File: config.mk
export PLATFORM = sky130hd
export DESIGN_NAME = ppm_p6_stream_decoder_top
export DESIGN_NICKNAME = d
export VERILOG_FILES = /design/src/rtl/ppmp6_pkg.sv /design/src/rtl/ppmp6_core.sv /design/src/rtl/ppmp6_out_buf.sv /design/src/rtl/ppm_p6_stream_decoder_top.sv
export VERILOG_INCLUDE_DIRS = /design/src /design/src/rtl
export SDC_FILE = /design/constraint.sdc
export NUM_CORES = 1
export LEC_CHECK = 0
export ABC_AREA = 1
export BUFFER_PORTS_ARGS = -buffer_cell sky130_fd_sc_hd__buf_4
export CAP_MARGIN = 10
export CORE_MARGIN = 10
export CORE_UTILIZATION = 50
export DETAILED_ROUTE_END_ITERATION = 10
export GPL_ROUTABILITY_DRIVEN = 0
export PLACE_DENSITY = 0.7
export SYNTH_ARGS = -nofsm -noshare
export SYNTH_HDL_FRONTEND = slang
export SYNTH_SLANG_ARGS = --single-unit
File: constraint.sdc
create_clock -name i_clk -period 6.3 [get_ports i_clk]
set_clock_uncertainty 0.15 [all_clocks]
set_input_delay 1.26 -clock i_clk [delete_from_list [all_inputs] [get_ports i_clk]]
set_output_delay 1.26 -clock i_clk [all_outputs]
set_load 0.1 [all_outputs]
File: src/rtl/ppm_p6_stream_decoder_top_assert.svh
// Assertion macros shared by the decoder's modules.
// With SYNTH defined the macros expand to nothing.
`ifndef PPM_P6_STREAM_DECODER_TOP_ASSERT_SVH
`define PPM_P6_STREAM_DECODER_TOP_ASSERT_SVH

`ifndef SYNTH

// When cond holds at an edge, prop must hold at the same edge.
`define PPMP6_ASSERT_IMPLY(label, clk, rst_n, cond, prop) \
    label: assert property (@(posedge clk) disable iff (!rst_n) (cond) |-> (prop)) \
        else $error("assertion failed");

// When cond holds at an edge, prop must hold at the next edge.
`define PPMP6_ASSERT_NEXT(label, clk, rst_n, cond, prop) \
    label: assert property (@(posedge clk) disable iff (!rst_n) (cond) |=> (prop)) \
        else $error("assertion failed");

`else

`define PPMP6_ASSERT_IMPLY(label, clk, rst_n, cond, prop)
`define PPMP6_ASSERT_NEXT(label, clk, rst_n, cond, prop)

`endif

`endif

File: src/rtl/ppmp6_pkg.sv
package ppmp6_pkg;

    localparam int DEFAULT_MAX_WIDTH  = 4096;
    localparam int DEFAULT_MAX_HEIGHT = 4096;

    // Fixed widths of the result fields.
    localparam int ACC_W    = 17;
    localparam int ADDR_W   = 26;
    localparam int IMG_W    = 13;
    localparam int STRIDE_W = 14;

    // Characters the header parser looks for.
    localparam logic [7:0] CH_P     = 8'h50;
    localparam logic [7:0] CH_2     = 8'h32;
    localparam logic [7:0] CH_3     = 8'h33;
    localparam logic [7:0] CH_5     = 8'h35;
    localparam logic [7:0] CH_6     = 8'h36;
    localparam logic [7:0] CH_HASH  = 8'h23;
    localparam logic [7:0] CH_0     = 8'h30;
    localparam logic [7:0] CH_9     = 8'h39;
    localparam logic [7:0] CH_SPACE = 8'h20;
    localparam logic [7:0] CH_TAB   = 8'h09;
    localparam logic [7:0] CH_LF    = 8'h0A;
    localparam logic [7:0] CH_CR    = 8'h0D;

    typedef enum logic [3:0] {
        PH_MAGIC   = 4'd0,
        PH_SUBTYPE = 4'd1,
        PH_SKIP    = 4'd2,
        PH_DIGITS  = 4'd3,
        PH_PIXELS  = 4'd4,
        PH_DONE    = 4'd5,
        PH_ERROR   = 4'd6
    } t_phase;

    typedef enum logic [1:0] {
        KIND_PIXEL  = 2'd0,
        KIND_HEADER = 2'd1,
        KIND_ERROR  = 2'd2
    } t_kind;

    typedef enum logic [2:0] {
        ERR_NO_MAGIC    = 3'd0,
        ERR_UNSUPPORTED = 3'd1,
        ERR_BAD_VALUE   = 3'd2,
        ERR_TOO_LARGE   = 3'd3,
        ERR_TRUNCATED   = 3'd4
    } t_err;

    typedef struct packed {
        t_kind                 kind;
        logic [ADDR_W-1:0]     address;
        logic [7:0]            pixel_byte;
        logic [IMG_W-1:0]      image_width;
        logic [IMG_W-1:0]      image_height;
        logic [STRIDE_W-1:0]   row_stride;
        t_err                  error_code;
        logic                  image_done;
    } t_result;

endpackage

File: src/rtl/ppmp6_core.sv
`include "ppm_p6_stream_decoder_top_assert.svh"

module ppmp6_core #(
    parameter int MAX_WIDTH  = ppmp6_pkg::DEFAULT_MAX_WIDTH,
    parameter int MAX_HEIGHT = ppmp6_pkg::DEFAULT_MAX_HEIGHT
) (
    input  logic                i_clk,
    input  logic                i_rst_n,
    input  logic                i_accept,
    input  logic [7:0]          i_data_byte,
    input  logic                i_end_of_input,
    output logic                o_has_result,
    output ppmp6_pkg::t_result  o_result
);

    localparam int W_BITS  = $clog2(MAX_WIDTH + 1);
    localparam int H_BITS  = $clog2(MAX_HEIGHT + 1);
    localparam int S_BITS  = $clog2(3 * MAX_WIDTH + 4);
    localparam int PROD_W  = H_BITS + S_BITS;
    localparam int ACC_W   = ppmp6_pkg::ACC_W;
    localparam int ADDR_W  = ppmp6_pkg::ADDR_W;

    localparam logic [ACC_W-1:0] W_LIMIT = ACC_W'(MAX_WIDTH);
    localparam logic [ACC_W-1:0] H_LIMIT = ACC_W'(MAX_HEIGHT);

    localparam logic [1:0] FIELD_WIDTH  = 2'd0;
    localparam logic [1:0] FIELD_HEIGHT = 2'd1;

    ppmp6_pkg::t_phase   r_phase, n_phase;
    logic [1:0]          r_field, n_field;
    logic [ACC_W-1:0]    r_acc, n_acc;
    logic                r_ovf, n_ovf;
    logic                r_in_comment, n_in_comment;
    logic [W_BITS-1:0]   r_width, n_width;
    logic [H_BITS-1:0]   r_height, n_height;
    logic [S_BITS-1:0]   r_stride, n_stride;
    logic [ADDR_W-1:0]   r_row_base, n_row_base;
    logic [W_BITS-1:0]   r_col, n_col;
    logic [1:0]          r_comp, n_comp;
    logic [H_BITS-1:0]   r_row_count, n_row_count;

    logic                is_digit;
    logic                is_blank;
    logic [7:0]          digit_off;
    logic [ACC_W+3:0]    acc_next;
    logic [S_BITS-1:0]   stride_sum;
    logic [PROD_W-1:0]   base_prod;
    logic [W_BITS+1:0]   col_x3;
    logic [1:0]          comp_off;
    logic [ADDR_W-1:0]   pix_addr;
    logic [W_BITS-1:0]   col_inc;
    logic [H_BITS-1:0]   row_inc;
    logic [ACC_W-1:0]    field_limit;

    function automatic ppmp6_pkg::t_result error_result(input ppmp6_pkg::t_err code);
        ppmp6_pkg::t_result res;
        res            = '0;
        res.kind       = ppmp6_pkg::KIND_ERROR;
        res.error_code = code;
        return res;
    endfunction

    always_comb begin
        is_digit   = (i_data_byte >= ppmp6_pkg::CH_0) && (i_data_byte <= ppmp6_pkg::CH_9);
        is_blank   = (i_data_byte == ppmp6_pkg::CH_SPACE) || (i_data_byte == ppmp6_pkg::CH_TAB)
                  || (i_data_byte == ppmp6_pkg::CH_LF) || (i_data_byte == ppmp6_pkg::CH_CR);
        digit_off  = i_data_byte - ppmp6_pkg::CH_0;
        acc_next   = ({r_acc, 3'b000} + {2'b00, r_acc, 1'b0}) + (ACC_W+4)'(digit_off[3:0]);
        stride_sum = ((S_BITS'(r_acc[W_BITS-1:0]) << 1) + S_BITS'(r_acc[W_BITS-1:0]))
                   + S_BITS'(3);
        base_prod  = PROD_W'(r_height - H_BITS'(1)) * PROD_W'(r_stride);
        col_x3     = ({2'b00, r_col} << 1) + {2'b00, r_col};
        comp_off   = 2'd2 - r_comp;
        pix_addr   = r_row_base + ADDR_W'(col_x3) + ADDR_W'(comp_off);
        col_inc    = r_col + W_BITS'(1);
        row_inc    = r_row_count + H_BITS'(1);
        field_limit = (r_field == FIELD_WIDTH) ? W_LIMIT : H_LIMIT;
    end

    always_comb begin
        n_phase      = r_phase;
        n_field      = r_field;
        n_acc        = r_acc;
        n_ovf        = r_ovf;
        n_in_comment = r_in_comment;
        n_width      = r_width;
        n_height     = r_height;
        n_stride     = r_stride;
        n_row_base   = r_row_base;
        n_col        = r_col;
        n_comp       = r_comp;
        n_row_count  = r_row_count;
        o_has_result = 1'b0;
        o_result     = '0;

        if (i_accept) begin
            if (i_end_of_input) begin
                // End of input always brings the parser back to its reset state.
                n_phase      = ppmp6_pkg::PH_MAGIC;
                n_field      = '0;
                n_acc        = '0;
                n_ovf        = 1'b0;
                n_in_comment = 1'b0;
                n_width      = '0;
                n_height     = '0;
                n_stride     = '0;
                n_row_base   = '0;
                n_col        = '0;
                n_comp       = '0;
                n_row_count  = '0;
                if (r_phase == ppmp6_pkg::PH_MAGIC) begin
                    o_has_result = 1'b1;
                    o_result     = error_result(ppmp6_pkg::ERR_NO_MAGIC);
                end else if (r_phase != ppmp6_pkg::PH_DONE && r_phase != ppmp6_pkg::PH_ERROR) begin
                    o_has_result = 1'b1;
                    o_result     = error_result(ppmp6_pkg::ERR_TRUNCATED);
                end
            end else begin
                unique case (r_phase)
                    ppmp6_pkg::PH_MAGIC: begin
                        if (i_data_byte != ppmp6_pkg::CH_P) begin
                            o_has_result = 1'b1;
                            o_result     = error_result(ppmp6_pkg::ERR_NO_MAGIC);
                            n_phase      = ppmp6_pkg::PH_ERROR;
                        end else begin
                            n_phase = ppmp6_pkg::PH_SUBTYPE;
                        end
                    end
                    ppmp6_pkg::PH_SUBTYPE: begin
                        if (i_data_byte == ppmp6_pkg::CH_2 || i_data_byte == ppmp6_pkg::CH_3
                            || i_data_byte == ppmp6_pkg::CH_5) begin
                            o_has_result = 1'b1;
                            o_result     = error_result(ppmp6_pkg::ERR_UNSUPPORTED);
                            n_phase      = ppmp6_pkg::PH_ERROR;
                        end else if (i_data_byte != ppmp6_pkg::CH_6) begin
                            o_has_result = 1'b1;
                            o_result     = error_result(ppmp6_pkg::ERR_NO_MAGIC);
                            n_phase      = ppmp6_pkg::PH_ERROR;
                        end else begin
                            n_field      = FIELD_WIDTH;
                            n_in_comment = 1'b0;
                            n_phase      = ppmp6_pkg::PH_SKIP;
                        end
                    end
                    ppmp6_pkg::PH_SKIP: begin
                        if (r_in_comment) begin
                            if (i_data_byte == ppmp6_pkg::CH_LF) begin
                                n_in_comment = 1'b0;
                            end
                        end else if (is_blank) begin
                            n_phase = ppmp6_pkg::PH_SKIP;
                        end else if (i_data_byte == ppmp6_pkg::CH_HASH) begin
                            n_in_comment = 1'b1;
                        end else if (!is_digit) begin
                            o_has_result = 1'b1;
                            o_result     = error_result(ppmp6_pkg::ERR_BAD_VALUE);
                            n_phase      = ppmp6_pkg::PH_ERROR;
                        end else begin
                            n_acc   = ACC_W'(digit_off[3:0]);
                            n_ovf   = 1'b0;
                            n_phase = ppmp6_pkg::PH_DIGITS;
                        end
                    end
                    ppmp6_pkg::PH_DIGITS: begin
                        if (is_digit) begin
                            if (acc_next[ACC_W+3:ACC_W] != '0) begin
                                n_ovf = 1'b1;
                            end
                            n_acc = acc_next[ACC_W-1:0];
                        end else begin
                            // The terminator byte; a '#' here also opens a comment.
                            if (i_data_byte == ppmp6_pkg::CH_HASH) begin
                                n_in_comment = 1'b1;
                            end
                            if (r_field == FIELD_WIDTH || r_field == FIELD_HEIGHT) begin
                                if (!r_ovf && r_acc == '0) begin
                                    o_has_result = 1'b1;
                                    o_result     = error_result(ppmp6_pkg::ERR_BAD_VALUE);
                                    n_phase      = ppmp6_pkg::PH_ERROR;
                                end else if (r_ovf || r_acc > field_limit) begin
                                    o_has_result = 1'b1;
                                    o_result     = error_result(ppmp6_pkg::ERR_TOO_LARGE);
                                    n_phase      = ppmp6_pkg::PH_ERROR;
                                end else begin
                                    if (r_field == FIELD_WIDTH) begin
                                        n_width  = r_acc[W_BITS-1:0];
                                        n_stride = {stride_sum[S_BITS-1:2], 2'b00};
                                    end else begin
                                        n_height = r_acc[H_BITS-1:0];
                                    end
                                    n_field = r_field + 2'd1;
                                    n_phase = ppmp6_pkg::PH_SKIP;
                                end
                            end else begin
                                if (r_acc[15:0] == 16'd0) begin
                                    o_has_result = 1'b1;
                                    o_result     = error_result(ppmp6_pkg::ERR_BAD_VALUE);
                                    n_phase      = ppmp6_pkg::PH_ERROR;
                                end else begin
                                    n_row_base            = ADDR_W'(base_prod);
                                    n_col                 = '0;
                                    n_comp                = '0;
                                    n_row_count           = '0;
                                    n_phase               = ppmp6_pkg::PH_PIXELS;
                                    o_has_result          = 1'b1;
                                    o_result.kind         = ppmp6_pkg::KIND_HEADER;
                                    o_result.image_width  = ppmp6_pkg::IMG_W'(r_width);
                                    o_result.image_height = ppmp6_pkg::IMG_W'(r_height);
                                    o_result.row_stride   = ppmp6_pkg::STRIDE_W'(r_stride);
                                end
                            end
                        end
                    end
                    ppmp6_pkg::PH_PIXELS: begin
                        if (r_in_comment) begin
                            if (i_data_byte == ppmp6_pkg::CH_LF) begin
                                n_in_comment = 1'b0;
                            end
                        end else begin
                            o_has_result        = 1'b1;
                            o_result.kind       = ppmp6_pkg::KIND_PIXEL;
                            o_result.address    = pix_addr;
                            o_result.pixel_byte = i_data_byte;
                            if (r_comp < 2'd2) begin
                                n_comp = r_comp + 2'd1;
                            end else begin
                                n_comp = '0;
                                n_col  = col_inc;
                                if (col_inc >= r_width) begin
                                    n_col       = '0;
                                    n_row_count = row_inc;
                                    n_row_base  = r_row_base - ADDR_W'(r_stride);
                                    if (row_inc >= r_height) begin
                                        n_phase             = ppmp6_pkg::PH_DONE;
                                        o_result.image_done = 1'b1;
                                    end
                                end
                            end
                        end
                    end
                    default: begin
                        n_phase = r_phase;
                    end
                endcase
            end
        end
    end

    always_ff @(posedge i_clk) begin
        if (!i_rst_n) begin
            r_phase      <= ppmp6_pkg::PH_MAGIC;
            r_field      <= '0;
            r_acc        <= '0;
            r_ovf        <= 1'b0;
            r_in_comment <= 1'b0;
            r_width      <= '0;
            r_height     <= '0;
            r_stride     <= '0;
            r_row_base   <= '0;
            r_col        <= '0;
            r_comp       <= '0;
            r_row_count  <= '0;
        end else begin
            r_phase      <= n_phase;
            r_field      <= n_field;
            r_acc        <= n_acc;
            r_ovf        <= n_ovf;
            r_in_comment <= n_in_comment;
            r_width      <= n_width;
            r_height     <= n_height;
            r_stride     <= n_stride;
            r_row_base   <= n_row_base;
            r_col        <= n_col;
            r_comp       <= n_comp;
            r_row_count  <= n_row_count;
        end
    end

    `PPMP6_ASSERT_IMPLY(a_pixel_dims, i_clk, i_rst_n, r_phase == ppmp6_pkg::PH_PIXELS, r_width != '0 && r_height != '0)
    `PPMP6_ASSERT_IMPLY(a_pixel_pos, i_clk, i_rst_n, r_phase == ppmp6_pkg::PH_PIXELS, r_col < r_width && r_row_count < r_height)
    `PPMP6_ASSERT_IMPLY(a_comp_range, i_clk, i_rst_n, 1'b1, r_comp != 2'd3)

endmodule

File: src/rtl/ppmp6_out_buf.sv
`include "ppm_p6_stream_decoder_top_assert.svh"

module ppmp6_out_buf (
    input  logic                i_clk,
    input  logic                i_rst_n,
    input  logic                i_push,
    input  ppmp6_pkg::t_result  i_result,
    output logic                o_full,
    output logic                o_out_valid,
    input  logic                i_out_stall,
    output ppmp6_pkg::t_result  o_result
);

    logic               r_out_valid, n_out_valid;
    logic               r_skid_valid, n_skid_valid;
    ppmp6_pkg::t_result r_out, n_out;
    ppmp6_pkg::t_result r_skid, n_skid;
    logic               pop;

    always_comb begin
        pop          = r_out_valid && !i_out_stall;
        n_out_valid  = r_out_valid;
        n_skid_valid = r_skid_valid;
        n_out        = r_out;
        n_skid       = r_skid;
        if (r_skid_valid) begin
            if (pop) begin
                n_out        = r_skid;
                n_skid_valid = 1'b0;
            end
        end else if (i_push) begin
            if (!r_out_valid || pop) begin
                n_out       = i_result;
                n_out_valid = 1'b1;
            end else begin
                n_skid       = i_result;
                n_skid_valid = 1'b1;
            end
        end else if (pop) begin
            n_out_valid = 1'b0;
        end
    end

    always_ff @(posedge i_clk) begin
        if (!i_rst_n) begin
            r_out_valid  <= 1'b0;
            r_skid_valid <= 1'b0;
        end else begin
            r_out_valid  <= n_out_valid;
            r_skid_valid <= n_skid_valid;
        end
        r_out  <= n_out;
        r_skid <= n_skid;
    end

    assign o_full      = r_skid_valid;
    assign o_out_valid = r_out_valid;
    assign o_result    = r_out;

    `PPMP6_ASSERT_IMPLY(a_skid_needs_out, i_clk, i_rst_n, r_skid_valid, r_out_valid)
    `PPMP6_ASSERT_NEXT(a_push_to_skid, i_clk, i_rst_n, i_push && r_out_valid && i_out_stall && !r_skid_valid, r_skid_valid)
    `PPMP6_ASSERT_NEXT(a_drain_empty, i_clk, i_rst_n, pop && !r_skid_valid && !i_push, !r_out_valid)

endmodule

File: src/rtl/ppm_p6_stream_decoder_top.sv
// Channel | Direction | Handshake               | Payload
// input   | in        | i_in_valid / o_in_stall | i_data_byte, i_end_of_input
// output  | out       | o_out_valid / i_out_stall | o_kind, o_address, o_pixel_byte,
//         |           |                         | o_image_width, o_image_height,
//         |           |                         | o_row_stride, o_error_code, o_image_done
//
// One input transaction is taken every cycle while o_in_stall is low; the parser
// state and result are computed in one pass, and the result is registered before output.
// Throughput is set by the two-entry result buffer: o_in_stall rises only while
// both entries hold results that the consumer has not yet taken.
// Reset is synchronous and active low; it clears the parser and empties the buffer.
// A stalled output blocks the input only once both entries are full; from then on
// even bytes that would produce no result wait until an entry frees up.

module ppm_p6_stream_decoder_top #(
    parameter int MAX_WIDTH  = ppmp6_pkg::DEFAULT_MAX_WIDTH,
    parameter int MAX_HEIGHT = ppmp6_pkg::DEFAULT_MAX_HEIGHT
) (
    input  logic                              i_clk,
    input  logic                              i_rst_n,
    input  logic                              i_in_valid,
    output logic                              o_in_stall,
    input  logic [7:0]                        i_data_byte,
    input  logic                              i_end_of_input,
    output logic                              o_out_valid,
    input  logic                              i_out_stall,
    output logic [1:0]                        o_kind,
    output logic [ppmp6_pkg::ADDR_W-1:0]      o_address,
    output logic [7:0]                        o_pixel_byte,
    output logic [ppmp6_pkg::IMG_W-1:0]       o_image_width,
    output logic [ppmp6_pkg::IMG_W-1:0]       o_image_height,
    output logic [ppmp6_pkg::STRIDE_W-1:0]    o_row_stride,
    output logic [2:0]                        o_error_code,
    output logic                              o_image_done
);

    // An input transaction completes when valid is high and the buffer has room.
    logic               in_accept;
    logic               buf_full;
    logic               has_result;
    ppmp6_pkg::t_result core_result;
    ppmp6_pkg::t_result out_result;

    assign in_accept  = i_in_valid && !buf_full;
    assign o_in_stall = buf_full;

    // Header parser and bitmap address generator. It sees each accepted byte once
    // and produces at most one result for it in the same cycle.
    ppmp6_core #(
        .MAX_WIDTH  (MAX_WIDTH),
        .MAX_HEIGHT (MAX_HEIGHT)
    ) u_core (
        .i_clk          (i_clk),
        .i_rst_n        (i_rst_n),
        .i_accept       (in_accept),
        .i_data_byte    (i_data_byte),
        .i_end_of_input (i_end_of_input),
        .o_has_result   (has_result),
        .o_result       (core_result)
    );

    // Result register with a skid entry behind it, so that the input side keeps
    // flowing while the consumer stalls, until the skid entry is full.
    ppmp6_out_buf u_out_buf (
        .i_clk       (i_clk),
        .i_rst_n     (i_rst_n),
        .i_push      (in_accept && has_result),
        .i_result    (core_result),
        .o_full      (buf_full),
        .o_out_valid (o_out_valid),
        .i_out_stall (i_out_stall),
        .o_result    (out_result)
    );

    assign o_kind         = out_result.kind;
    assign o_address      = out_result.address;
    assign o_pixel_byte   = out_result.pixel_byte;
    assign o_image_width  = out_result.image_width;
    assign o_image_height = out_result.image_height;
    assign o_row_stride   = out_result.row_stride;
    assign o_error_code   = out_result.error_code;
    assign o_image_done   = out_result.image_done;

endmodule

==> results.json, run 1 <==
{
  "status": "finished, final reports clean",
  "path_class": "reg2reg",
  "hold_viol": 0,
  "fin_ws_ns": 0.181,
  "pwr-share-clk": 0.302,
  "drc": 0,
  "netlist_instances": 2734,
  "power_frac_seq": 0.353,
  "path_buf_inv": 5,
  "min_from": "u_core.r_ovf$_SDFFE_PN0P_",
  "area_delta_synth_final_pct": 13.2,
  "ant_nets": 0,
  "start_util": 0.506,
  "die_w_um": 231,
  "antenna_cells": 0,
  "r2r-start": "u_core.r_height[2]$_SDFFE_PN0P_",
  "hold_class": "reg2reg",
  "arrival_ns": 6.41,
  "synth_warnings": 0,
  "core_area_sq_um": 44100,
  "synth_edf_count": 156,
  "clk_pin_slew_ns": 0.06,
  "vias": 18900,
  "grt_max_degree": 83,
  "fin_crit_sh": 0.971,
  "htreeDepth": 1,
  "synthArstFlopShare": 0,
  "synth_top_area_cell": "edfxtp_1",
  "synth_cell_types": 51,
  "path_depth": 27,
  "ctsRootBufferMaster": "clkbuf_16",
  "rows": 77,
  "drv_cap": 0,
  "clk_latency_ns": 0.61,
  "rsz0062_at_grt": "yes",
  "tns_ns": 0,
  "power_density_nw_per_um2": 237,
  "power_mw": 5.97,
  "endpoint_kind": "register",
  "track_usage": 0.216,
  "drtIter0Drc": 1483,
  "p_leak_nw": 11.7,
  "drt-total-wl_um": 58600,
  "max_stage_delay_ns": 0.55,
  "antenna_found_initial": 0,
  "slew_headroom": 0.341,
  "synthTopCellsByCount": "nand2_1 (562), inv_1 (379), nor2_1 (271), a21oi_1 (213), ha_1 (202)",
  "pin_count": 95,
  "grt_pass1_wl_um": 95200,
  "synth-main-ff-cell": "edfxtp_1",
  "critPathMaxFanout": 5,
  "synth-seq-cells": 272,
  "p_comb_frac": 0.345,
  "power_switching_mw": 2.37,
  "dieArea_sq_um": 53500,
  "syn_area_per_cell_sq_um": 8.16,
  "internal_power_mw": 3.60,
  "whs_path_depth": 2,
  "ir_drop_v": 0.000229,
  "critPathTopFamily": "adder cells",
  "crit_top_cell": "fa_1",
  "utilization": 0.572,
  "worst_pin_slew_ns": 0.989,
  "nNetsFinal": 3221,
  "cts_buffers": 31,
  "finalSetupViolCount": 0,
  "clock.fmax_ghz": 0.163,
  "cpMaxStageDelayCell": "fa_1",
  "yosysSeqAreaShare": 0.314,
  "fin_crit_ns": 6.12,
  "synth.most_common_cell": "nand2_1",
  "cts_tree": "built",
  "fin_area_sq_um": 25300,
  "clockBufferDepth": 3,
  "ff2ff_path_depth": 27,
  "yosysTopAreaCellShare": 0.210,
  "startpoint_type": "register",
  "dpl-instance-area_sq_um": 23900,
  "clkSinkCount": 272,
  "grt_pass1_vias": 18400,
  "netlist_area_sq_um": 22300,
  "dp.final_hpwl_um": 44900,
  "dp_slack_ns": 0.0624,
  "wl_per_cell_um": 16.9,
  "grt_overflow_total": 0,
  "cp_data_required_time_ns": 6.59,
  "die_h_um": 231,
  "synth_area_leaders": "edfxtp_1 (21%), fa_1 (15%), ha_1 (11%), dfxtp_1 (10%), nand2_1 (9.5%)",
  "dr.pass1.iters": 7,
  "drive_gt1_frac": 0.120,
  "portBuffers": 92,
  "viasPerCell": 5.46,
  "p_sw_frac": 0.397,
  "ctsHoldBuffers": 0,
  "finalMaxSlewViolations": 0,
  "cp-startpoint": "u_core.r_height[2]$_SDFFE_PN0P_"
}
layout make-up:
cell class,instances,area (sq um)
clock inverter,20,163
tap,592,741
multi-input combinational,1988,13800
sequential,272,7010
inverter,392,1480
timing repair buffer,158,1190
clock buffer,38,853
fill,3965,18900
registers in the layout (all words and copies together) (netlist names), 3 cells and up:
signal	flops
u_core.r_row_count	13
u_out_buf.r_skid	78
u_core.r_row_base	24
u_core.r_col	13
u_core.r_phase	3
u_core.r_stride	12
u_core.r_height	13
u_out_buf.o_result	78
u_core.r_acc	17
u_core.r_width	13
tightest hold or removal path, delay by kind of cell, from the launching register on:
| family | cells | cell delay, ns |
|---|---|---|
| buf+inv | 1 | 0.05 |
| compound gates | 1 | 0.05 |
| flops | 1 | 0.31 |
worst paths after layout:
| kind | end | slack, ns |
|---|---|---|
| setup / recovery | u_core.r_row_base[21]$_SDFFE_PN0P_ | 0.18 |
| hold reg to reg | u_core.r_ovf$_SDFFE_PN0P_ | 0.31 |
| hold / removal | u_core.r_ovf$_SDFFE_PN0P_ | 0.31 |
| setup reg to reg | u_core.r_row_base[21]$_SDFFE_PN0P_ | 0.18 |
through the flow:
stage,cells,hold WS [ns]
CTS,3458,0.303
global placement,3400,0.286
floorplan,2735,0.279
global route,3460,0.352
finish,3460,0.310
detailed placement,3400,0.294
routing by layer:
metal | global-route usage | share of wire | up-vias
li1 | - | - | 9143
met1 | 0.289 | 0.44 | 9023
met2 | 0.360 | 0.47 | 637
met3 | 0.0305 | 0.066 | 96
met4 | 0.0576 | 0.025 | 0
met5 | 0 | 0 | -
layout by cell type (no fill, tap or decap), types with 4 or more instances in the layout:
| master | instances |
|---|---|
| clkinv_4 | 4 |
| nand2_1 | 557 |
| clkinv_1 | 8 |
| o21ai_1 | 23 |
| edfxtp_1 | 156 |
| o211ai_1 | 8 |
| o21ai_0 | 152 |
| fa_1 | 162 |
| ha_1 | 186 |
| ha_4 | 15 |
| a21oi_1 | 202 |
| inv_1 | 371 |
| nor2_1 | 257 |
| a21oi_2 | 11 |
| a31oi_1 | 7 |
| a211oi_1 | 23 |
| nor2_4 | 7 |
| nand3b_1 | 6 |
| xnor2_1 | 19 |
| clkbuf_16 | 32 |
| nor2_2 | 44 |
| nand3_1 | 128 |
| dfxtp_1 | 115 |
| or2_2 | 15 |
| inv_2 | 15 |
| o21bai_1 | 4 |
| clkinvlp_4 | 4 |
| a21o_1 | 17 |
| nand2_2 | 8 |
| nor3b_1 | 4 |
| nor3_1 | 31 |
| buf_4 | 158 |
| xor2_1 | 32 |
| clkinv_2 | 6 |
| nand4_1 | 28 |
logic make-up (layout without fill, tap and decap cells):
group,Yosys count,count (layout),synth area share
and+or+nand+nor,1098,1098,0.208
buffers and inverters,475,608,0.0834
AOI/OAI and AO/OA,469,469,0.114
adders and majority gates,365,365,0.260
DFF,272,272,0.314
xor gates and xnor gates,53,53,0.0208
other,2,3,0.000337
power groups by stage:
stage | clock, mW | combinational [mW] | sequential [mW]
2_1_floorplan | 0 | 0.999 | 2.64
3_3_place_gp | 0 | 1.95 | 2.14
3_5_place_dp | 0 | 1.99 | 2.15
4_1_cts | 1.83 | 2.00 | 2.11
5_1_grt | 1.89 | 2.25 | 2.12
6_report | 1.80 | 2.06 | 2.11
repair_timing:
item,in CTS,in global routing
endpoints found under the setup margin,0,12
buffers inserted,0,2
resized for setup,0,82
endpoints found under the hold margin,0,0
Power figures use the tool's default switching activity.
==> inputs of run 2 (changes only) <==
--- a/config.mk
+++ b/config.mk
@@ -13,6 +13,7 @@
 export CORE_UTILIZATION = 50
 export DETAILED_ROUTE_END_ITERATION = 10
 export GPL_ROUTABILITY_DRIVEN = 0
+export MAX_ROUTING_LAYER = met4
 export PLACE_DENSITY = 0.7
 export SYNTH_ARGS = -nofsm -noshare
 export SYNTH_HDL_FRONTEND = slang
==> run 2 against run 1 <==
Worst hold slack got worse by 0.0038 ns. Clock power about the same. Power about the same. Final cell count unchanged. Sequential share of layout area unchanged. Fmax increased by 0.23%. Via count rose by 0.47%. Die area stayed put. Critical path depth is the same. Critical path type unchanged.
==> results.json, run 2 (synthesized netlist as in run 1, its figures left out) <==
{
  "endpoint_kind": "register",
  "nNetsFinal": 3221,
  "drc": 0,
  "regArea_sq_um": 7010,
  "ff2ff_path_depth": 27,
  "clkSinkCount": 272,
  "ant_nets": 0,
  "cpMaxStageDelayCell": "fa_1",
  "grt_overflow_total": 0,
  "startpoint_type": "register",
  "worst_pin_slew_ns": 1.01,
  "finalMaxSlewViolations": 0,
  "status": "finished, final reports clean",
  "clockBufferDepth": 3,
  "max_stage_delay_ns": 0.56,
  "clk_latency_ns": 0.62,
  "cts_tree": "built",
  "antenna_found_initial": 0,
  "cts_buffers": 31,
  "pwr-share-clk": 0.302,
  "vias": 19000,
  "path_class": "reg2reg",
  "die_w_um": 231,
  "area_delta_synth_final_pct": 13.2,
  "whs_path_depth": 2,
  "dieArea_sq_um": 53500,
  "hold_viol": 0,
  "crit_top_cell": "fa_1",
  "fin_crit_ns": 6.10,
  "num-fill-cells": 3965,
  "core_area_sq_um": 44100,
  "clock.fmax_ghz": 0.164,
  "track_usage": 0.222,
  "finalSetupViolCount": 0,
  "multiInputGateArea_sq_um": 13800,
  "rows": 77,
  "htreeDepth": 1,
  "pin_count": 95,
  "p_leak_nw": 11.7,
  "final_common_cell": "nand2_1",
  "rsz0062_at_grt": "yes",
  "hold_class": "reg2reg",
  "grt_pass1_wl_um": 95200,
  "viasPerCell": 5.49,
  "fin_crit_sh": 0.969,
  "slew_headroom": 0.330,
  "clk_pin_slew_ns": 0.06,
  "drive_gt1_frac": 0.120,
  "cp_data_required_time_ns": 6.67,
  "power_frac_seq": 0.353,
  "drt-total-wl_um": 58500,
  "p_comb_frac": 0.345,
  "power_density_nw_per_um2": 236,
  "drtIter0Drc": 1516,
  "p_sw_frac": 0.397,
  "wl_per_cell_um": 16.9,
  "power_mw": 5.97,
  "critPathMaxFanout": 5,
  "die_h_um": 231,
  "grt_pass1_vias": 18500,
  "busiest_layer": "met2",
  "ctsRootBufferMaster": "clkbuf_16",
  "start_util": 0.506,
  "arrival_ns": 6.48,
  "ir_drop_v": 0.000229,
  "power_switching_mw": 2.37,
  "antenna_cells": 0,
  "portBuffers": 92,
  "utilization": 0.572,
  "most-common-layout-cells": "nand2_1 (557), inv_1 (371), nor2_1 (257), a21oi_1 (202), ha_1 (186)",
  "gr-usage-met3": 0.0293,
  "dp.final_hpwl_um": 44900,
  "internal_power_mw": 3.60,
  "grt_util_met1": 0.289,
  "grt_max_degree": 83,
  "dr.pass1.iters": 5,
  "use_met2": 0.360,
  "drv_cap": 0
}
-- run 2: cell counts in the layout (fill, tap and decap cells not counted) --
Identical to the previous run, type by type.
-- run 2: worst paths after layout --
check | endpoint | start | slack, ns
max reg2reg | u_core.r_row_base[21]$_SDFFE_PN0P_ | u_core.r_height[2]$_SDFFE_PN0P_ | 0.20
max | u_core.r_row_base[21]$_SDFFE_PN0P_ | u_core.r_height[2]$_SDFFE_PN0P_ | 0.20
min | u_core.r_ovf$_SDFFE_PN0P_ | u_core.r_ovf$_SDFFE_PN0P_ | 0.31
min reg2reg | u_core.r_ovf$_SDFFE_PN0P_ | u_core.r_ovf$_SDFFE_PN0P_ | 0.31
-- run 2: cell type report --
class                   instances  area share
inverters                     392      0.0585
well taps                     592      0.0293
repair buffers                158      0.0470
multi-input cells            1988       0.548
clock buffers                  38      0.0338
clock inverters                20     0.00644
flip-flops and latches        272       0.277
-- run 2: metal layers --
layer  up-vias  part of all wire
li1       9146                 -
met1      9070              0.44
met2       664              0.47
met3       107             0.067
met4         0             0.025
met5         -                 0
-- run 2: stage by stage --
stage / worst slack, ns / instances / TNS [ns] / area, sq um / hold WS (ns)
floorplan: 0.00434 / 2735 / 0 / 22300 / 0.279
global placement: 0.155 / 3400 / 0 / 23900 / 0.286
detailed placement: 0.0624 / 3400 / 0 / 23900 / 0.294
CTS: 0.0518 / 3458 / 0 / 24900 / 0.303
global route: -0.0872 / 3460 / -0.203 / 25300 / 0.352
finish: 0.195 / 3460 / 0 / 25300 / 0.306
-- run 2: critical path, delay by kind of cell (launching register included) --
kind,cells,cell delay (ns)
fa+ha+maj,7,3.13
simple gates,9,0.92
compound gates,6,0.82
buf+inv,5,0.66
flops,1,0.35
-- run 2: timing repair --
action,4_1_cts,5_1_grt
buffers inserted,0,2
hold buffers,0,0
setup endpoints to repair,0,12
gates resized for setup,0,82
-- run 2: power by group through the flow --
stage / Sequential [mW] / Combinational, mW / Clock, mW
4_1_cts: 2.11 / 2.00 / 1.83
3_5_place_dp: 2.15 / 1.99 / 0
3_3_place_gp: 2.14 / 1.95 / 0
6_report: 2.11 / 2.06 / 1.80
2_1_floorplan: 2.64 / 0.999 / 0
5_1_grt: 2.12 / 2.25 / 1.89
